**config.mk**
```make
export PLATFORM = sky130hd
export DESIGN_NAME = rbi_point
export DESIGN_NICKNAME = d
export VERILOG_FILES = /design/src/rbi_pkg.sv /design/src/rbi_point.sv
export SDC_FILE = /design/constraint.sdc
export NUM_CORES = 2
export LEC_CHECK = 0
export BUFFER_PORTS_ARGS = -buffer_cell sky130_fd_sc_hd__buf_2
export CORE_MARGIN = 5
export CORE_UTILIZATION = 40
export CTS_CLUSTER_DIAMETER = 100
export DETAILED_ROUTE_END_ITERATION = 8
export PLACE_DENSITY = 0.55
export SYNTH_ARGS = -nofsm -noshare
export SYNTH_HDL_FRONTEND = slang
export SYNTH_SLANG_ARGS = --single-unit
```
**constraint.sdc**
```tcl
create_clock -name clk -period 7.02 [get_ports clk]
set_input_delay 2.106 -clock clk [delete_from_list [all_inputs] [get_ports clk]]
set_output_delay 2.106 -clock clk [all_outputs]
set_load 0.01 [all_outputs]
```
**src/rbi_pkg.sv**
```systemverilog
package rbi_pkg;

	localparam int COORD_W = 32;
	localparam int DIFF_W = 33;
	localparam int T_W = 64;
	localparam int FRAC_BITS_DEF = 16;
	localparam int PT_STAGES = 5;

	typedef logic signed [COORD_W-1:0] coord_t;
	typedef logic signed [DIFF_W-1:0] diff_t;
	typedef logic signed [T_W-1:0] param_t;

	localparam coord_t COORD_MAX = 32'sh7FFF_FFFF;
	localparam coord_t COORD_MIN = 32'sh8000_0000;
	localparam param_t T_INF = 64'sh4000_0000_0000_0000;

	typedef struct packed {
		coord_t box_min_x;
		coord_t box_min_y;
		coord_t box_min_z;
		coord_t box_max_x;
		coord_t box_max_y;
		coord_t box_max_z;
		coord_t start_x;
		coord_t start_y;
		coord_t start_z;
		coord_t end_x;
		coord_t end_y;
		coord_t end_z;
	} rbi_in_t;

	typedef struct packed {
		logic hit;
		coord_t point_x;
		coord_t point_y;
		coord_t point_z;
	} rbi_out_t;

	typedef struct packed {
		logic [2:0][COORD_W-1:0] f;
		logic [2:0][DIFF_W-1:0] d;
		logic [2:0] sgn_n;
		logic [2:0] sgn_x;
		logic [2:0] dz;
		logic [2:0] ok;
		logic allz;
	} rbi_side_t;

endpackage

```
**src/rbi_point.sv**
```systemverilog
// Entry point on one axis: start plus direction times parameter, saturated.
module rbi_point #(
	parameter int FRAC_BITS = rbi_pkg::FRAC_BITS_DEF
) (
	input logic clk,
	input logic en,
	input rbi_pkg::coord_t f,
	input rbi_pkg::diff_t d,
	input rbi_pkg::param_t t,
	output rbi_pkg::coord_t point
);

	localparam int DIFF_W = rbi_pkg::DIFF_W;
	localparam int T_W = rbi_pkg::T_W;
	localparam int NW = DIFF_W + FRAC_BITS;
	localparam int HW = (NW + 1) / 2;
	localparam int LW = NW - HW;
	localparam int PLW = DIFF_W + HW;
	localparam int PHW = DIFF_W + LW;
	localparam int PW = DIFF_W + NW;

	logic [DIFF_W-1:0] ad_s1;
	logic [NW-1:0] at_s1;
	logic byp_s1, neg_s1;
	rbi_pkg::coord_t f_s1;

	logic [PLW-1:0] plo_s2;
	logic [PHW-1:0] phi_s2;
	logic byp_s2, neg_s2;
	rbi_pkg::coord_t f_s2;

	logic [PW-1:0] prod_s3;
	logic byp_s3, neg_s3;
	rbi_pkg::coord_t f_s3;

	rbi_pkg::param_t sum_s4;
	logic ovf_s4, byp_s4, neg_s4;
	rbi_pkg::coord_t f_s4;

	rbi_pkg::coord_t point_s5;

	rbi_pkg::param_t t_abs;
	rbi_pkg::param_t m64;
	rbi_pkg::param_t f64;
	rbi_pkg::coord_t res;

	assign t_abs = t[T_W-1] ? -t : t;
	assign m64 = T_W'(prod_s3 >> FRAC_BITS);
	assign f64 = rbi_pkg::param_t'(f_s3);

	always_ff @(posedge clk) begin
		if (en) begin
			ad_s1 <= d[DIFF_W-1] ? DIFF_W'(-d) : DIFF_W'(d);
			at_s1 <= t_abs[NW-1:0];
			byp_s1 <= (d == '0) || (t == '0);
			neg_s1 <= d[DIFF_W-1] ^ t[T_W-1];
			f_s1 <= f;

			plo_s2 <= PLW'(ad_s1) * PLW'(at_s1[HW-1:0]);
			phi_s2 <= PHW'(ad_s1) * PHW'(at_s1[NW-1:HW]);
			byp_s2 <= byp_s1;
			neg_s2 <= neg_s1;
			f_s2 <= f_s1;

			prod_s3 <= PW'(plo_s2) + (PW'(phi_s2) << HW);
			byp_s3 <= byp_s2;
			neg_s3 <= neg_s2;
			f_s3 <= f_s2;

			ovf_s4 <= prod_s3 > (PW'(1) << 62);
			sum_s4 <= neg_s3 ? f64 - m64 : f64 + m64;
			byp_s4 <= byp_s3;
			neg_s4 <= neg_s3;
			f_s4 <= f_s3;

			point_s5 <= res;
		end
	end

	always_comb begin
		if (byp_s4) begin
			res = f_s4;
		end else if (ovf_s4) begin
			res = neg_s4 ? rbi_pkg::COORD_MIN : rbi_pkg::COORD_MAX;
		end else if (sum_s4 > rbi_pkg::param_t'(rbi_pkg::COORD_MAX)) begin
			res = rbi_pkg::COORD_MAX;
		end else if (sum_s4 < rbi_pkg::param_t'(rbi_pkg::COORD_MIN)) begin
			res = rbi_pkg::COORD_MIN;
		end else begin
			res = sum_s4[rbi_pkg::COORD_W-1:0];
		end
	end

	assign point = point_s5;

endmodule

```
==> impl_results.md <==
* Placement Rows at around 160
* Layout Cells excl Fill at 11100
* Area of the multi-input gates at around 0.056 mm²
* Worst path most repeated cell: fa_1
* Worst path max stage delay at 0.59 ns
* Worst EP required at roughly 7.5 ns
* Post-Place Cells at 10900
* First-pass GRT wire length at 346000 µm
* Register area share after synthesis at 0.199
* Buf/Inv on CP at 7
* Largest family of logic cells by synthesized area: adder cells
* Cell at the slowest stage of the critical path: fa_2
* Multiplexer share of the synthesized area at 0.000388
* Die footprint at 0.202 mm²
* Post-DRT Antenna Nets at 0
* Hpwl dp at 179000 µm
* Initial Util at 0.402
* DRT iter0 DRCs at 3624
* Asr flop ratio synth at 0
* Max-Cap Viols at 0
* Hold Path Sink: f_s2[18]
* Failing checks: negative setup slack
* WL final at 220000 µm
* Number of synthesized flops with an enable pin at 512
* Layout area overhead at 17.1%
* Post-synthesis register bit count at a little over 500
* Die Span Y at 450 µm
* I/O pin total at around 160
* Hold Vio Cnt, Final at 0
* Clk sinks at 512
* Status: finished, violations left
* Largest net degree at the start of global routing at 140
* Synth Area in Simple Gates at 0.156
* Reg2reg end: plo_s2[54]
* Final Skew at 0.0453 ns
* Crit Path Max Fanout at 6
* Worst R2R Path Depth at 23
* Placer Congestion at 0.908
* Final period util at 1.03
* Hold WC Path Type: reg -> reg
* Count of final setup violators at 9
* Post-synthesis compound-gate area fraction at 0.0696
* Pins Over Slew Limit at 0
* FILL cells at ~18000
* Vias in the first global route at about 61000
* Critical Path Source Type: flip-flop
* XOR/XNOR share of the synthesized area at 0.0408
* Gr ovfl total at 0
* Syn nets at 10000
* Storage cell area at 0.0154 mm²
* CTS Buffer Depth at 3
* Antenna violations before repair at 10
* WS Path Type: reg -> reg
* CTS H-tree lvls at 3
* DRC Markers at 0
* Nets at 10500
* Crit end category: flip-flop
* Post-synthesis area per instance at 9.66 µm²
* Worst slew margin at 0.256
* Final Critical Period at 7.21 ns
* Post-Synth Adder-Cell Area at 0.437
* Post-synth top area share at 0.360
* CTS buffer count at 66
* Min-delay src: f_s1[18]
* Top post-synthesis cells by area: fa_1 (36%), edfxtp_1 (20%), inv_1 (7.7%)
* RSZ-0062 raised after global routing: yes
* GR Util All Layers at 0.217
* Ratio of cells with drive above 1 in the final layout at 0.154
* WHS Path Cells at 0
* Top cell type by total area after synthesis: fa_1
* Register clock-pin slew on the reported worst setup and hold paths at 0.06 ns
* CTS tree: built
* Worst path cell trace: buf_12, buf_8, and2_4, fa_1, inv_1, fa_1, inv_2, fa_1, fa_1, fa_1, fa_1, inv_2, fa_2, inv_2, ha_4, nand4_1, o41a_1, o21bai_1, a21oi_2, o31ai_2, a31oi_2, xnor2_1, buf_4
* Mapped Area at 0.0774 mm²
* Fmax at 0.139 GHz
* Die width at 450 µm
* Pre-antenna DRT Iters at 7
* CTS Hold Bufs at 0
* FF-to-FF setup slack at -0.19 ns
* Data arrival time of the worst path at 7.64 ns
* Number of buffer cells added on primary ports at ~160
* Worst flop-to-flop path startpoint: ad_s1[21]
* Actual slew at the worst max-slew pin at 1.09 ns
* Worst-skew pair later-pin latency at 0.70 ns
* Core Region at 0.192 mm²
* Main flop type after synthesis: edfxtp_1
* Syn Inst Count at 8005
* Drt wl/cell at 19.8 µm
* Vias/cell at 5.07
* Delay-heaviest family, CP: adder cells
* Vias post-DR at 56300
* YS warnings at 0
* Root Driver: clkbuf_16
* Post-synth cell types at 67
* Worst setup margin at -0.192 ns
==> registers in the layout, indices dropped and copies added, names as in the netlist <==
signal,flops
f_s3,32
prod_s3,82
neg_s3,1
f_s2,32
f_s1,32
sum_s4,64
plo_s2,58
neg_s2,1
byp_s2,1
neg_s4,1
phi_s2,57
point,32
byp_s1,1
neg_s1,1
byp_s3,1
at_s1,49
f_s4,32
byp_s4,1
ovf_s4,1
ad_s1,33
==> worst max-delay path by stage <==
stage / from / end / slack (ns) / cells after the start
2_1_floorplan: ad_s1[15] / plo_s2[56] / 0.005 / 27
3_3_place_gp: ad_s1[18] / phi_s2[53] / -0.47 / 25
3_5_place_dp: ad_s1[18] / phi_s2[53] / -0.41 / 25
4_1_cts: ad_s1[7] / plo_s2[56] / -0.13 / 22
5_1_grt: ad_s1[21] / plo_s2[54] / -0.37 / 23
6_report: ad_s1[21] / plo_s2[54] / -0.19 / 23
==> cell usage in the layout, fill, tap and decap left out, drive strengths merged, types with 136 or more instances in the layout <==
master  synthesis  routed
o21ai         190     190
nand2         994     994
buf             3     853
xnor2         296     296
inv          1588    1596
a21o          136     136
edfxtp        512     512
and2          844     844
a21oi         301     301
nor2          167     167
fa           1392    1392
ha            476     476
==> synth_stat cells, drive strengths merged (11+ instances only) <==
library cell / number
o21bai: 45
and2: 844
a21o: 136
fa: 1392
o21ai: 190
edfxtp: 512
o21a: 21
nand2b: 29
nor3: 43
a211oi: 17
nor2: 167
o211ai: 14
or4: 24
and4: 12
nor4: 33
inv: 1588
ha: 476
clkbuf: 413
a21oi: 301
xnor2: 296
and3: 31
nand3: 51
nand2: 994
o31ai: 32
nor2b: 30
a31oi: 25
xor2: 64
o41ai: 15
nand4: 81
a21boi: 11
or3: 24
==> logic make-up (layout without fill, tap and decap cells) <==
| logic type | after synthesis | in the layout |
|---|---|---|
| simple gates | 2390 | 2390 |
| buf+inv | 2004 | 2568 |
| fa+ha+maj | 1868 | 1868 |
| compound gates | 868 | 868 |
| flops | 512 | 512 |
| xor+xnor | 360 | 360 |
| mux | 3 | 3 |
| other cells | 0 | 3 |
==> metal layers <==
layer / vias up / wire [µm] / GRT usage
li1: 25800 / - / -
met1: 28700 / 98700 / 0.301
met2: 1464 / 103000 / 0.362
met3: 307 / 11600 / 0.0299
met4: 4 / 6250 / 0.0500
met5: - / 34 / 0
==> final cells by class <==
cell class,instances,area share
multi-input cells,5489,0.620
repair buffers,862,0.0863
inverters,1588,0.0658
diodes,3,0.0000829
clock buffers,78,0.0187
clock inverters,40,0.00475
flip-flops and latches,512,0.170
well taps,2526,0.0349
==> timing repair <==
action                     4_1_cts  5_1_grt
gates resized for setup        128      367
setup endpoints to repair       35       51
setup buffers                   27       50
pin swaps                       59      204
cloned                           0       10
==> metrics by stage <==
stage                     setup TNS, ns  utilization  area (µm²)  setup slack [ns]  hold slack, ns
final                            -0.545        0.471       90600            -0.192           0.402
after global routing              -5.27        0.471       90600            -0.373           0.415
after CTS                        -0.807        0.460       88500            -0.134           0.401
after detailed placement          -5.95        0.445       85600            -0.408           0.405
after global placement            -4.01        0.445       85600            -0.472           0.402
after floorplan                       0            -       77400           0.00493           0.400
Power is left out: the tool's default activity adds up to more than one toggle a clock period on the data nets, which glitch-free logic cannot reach.
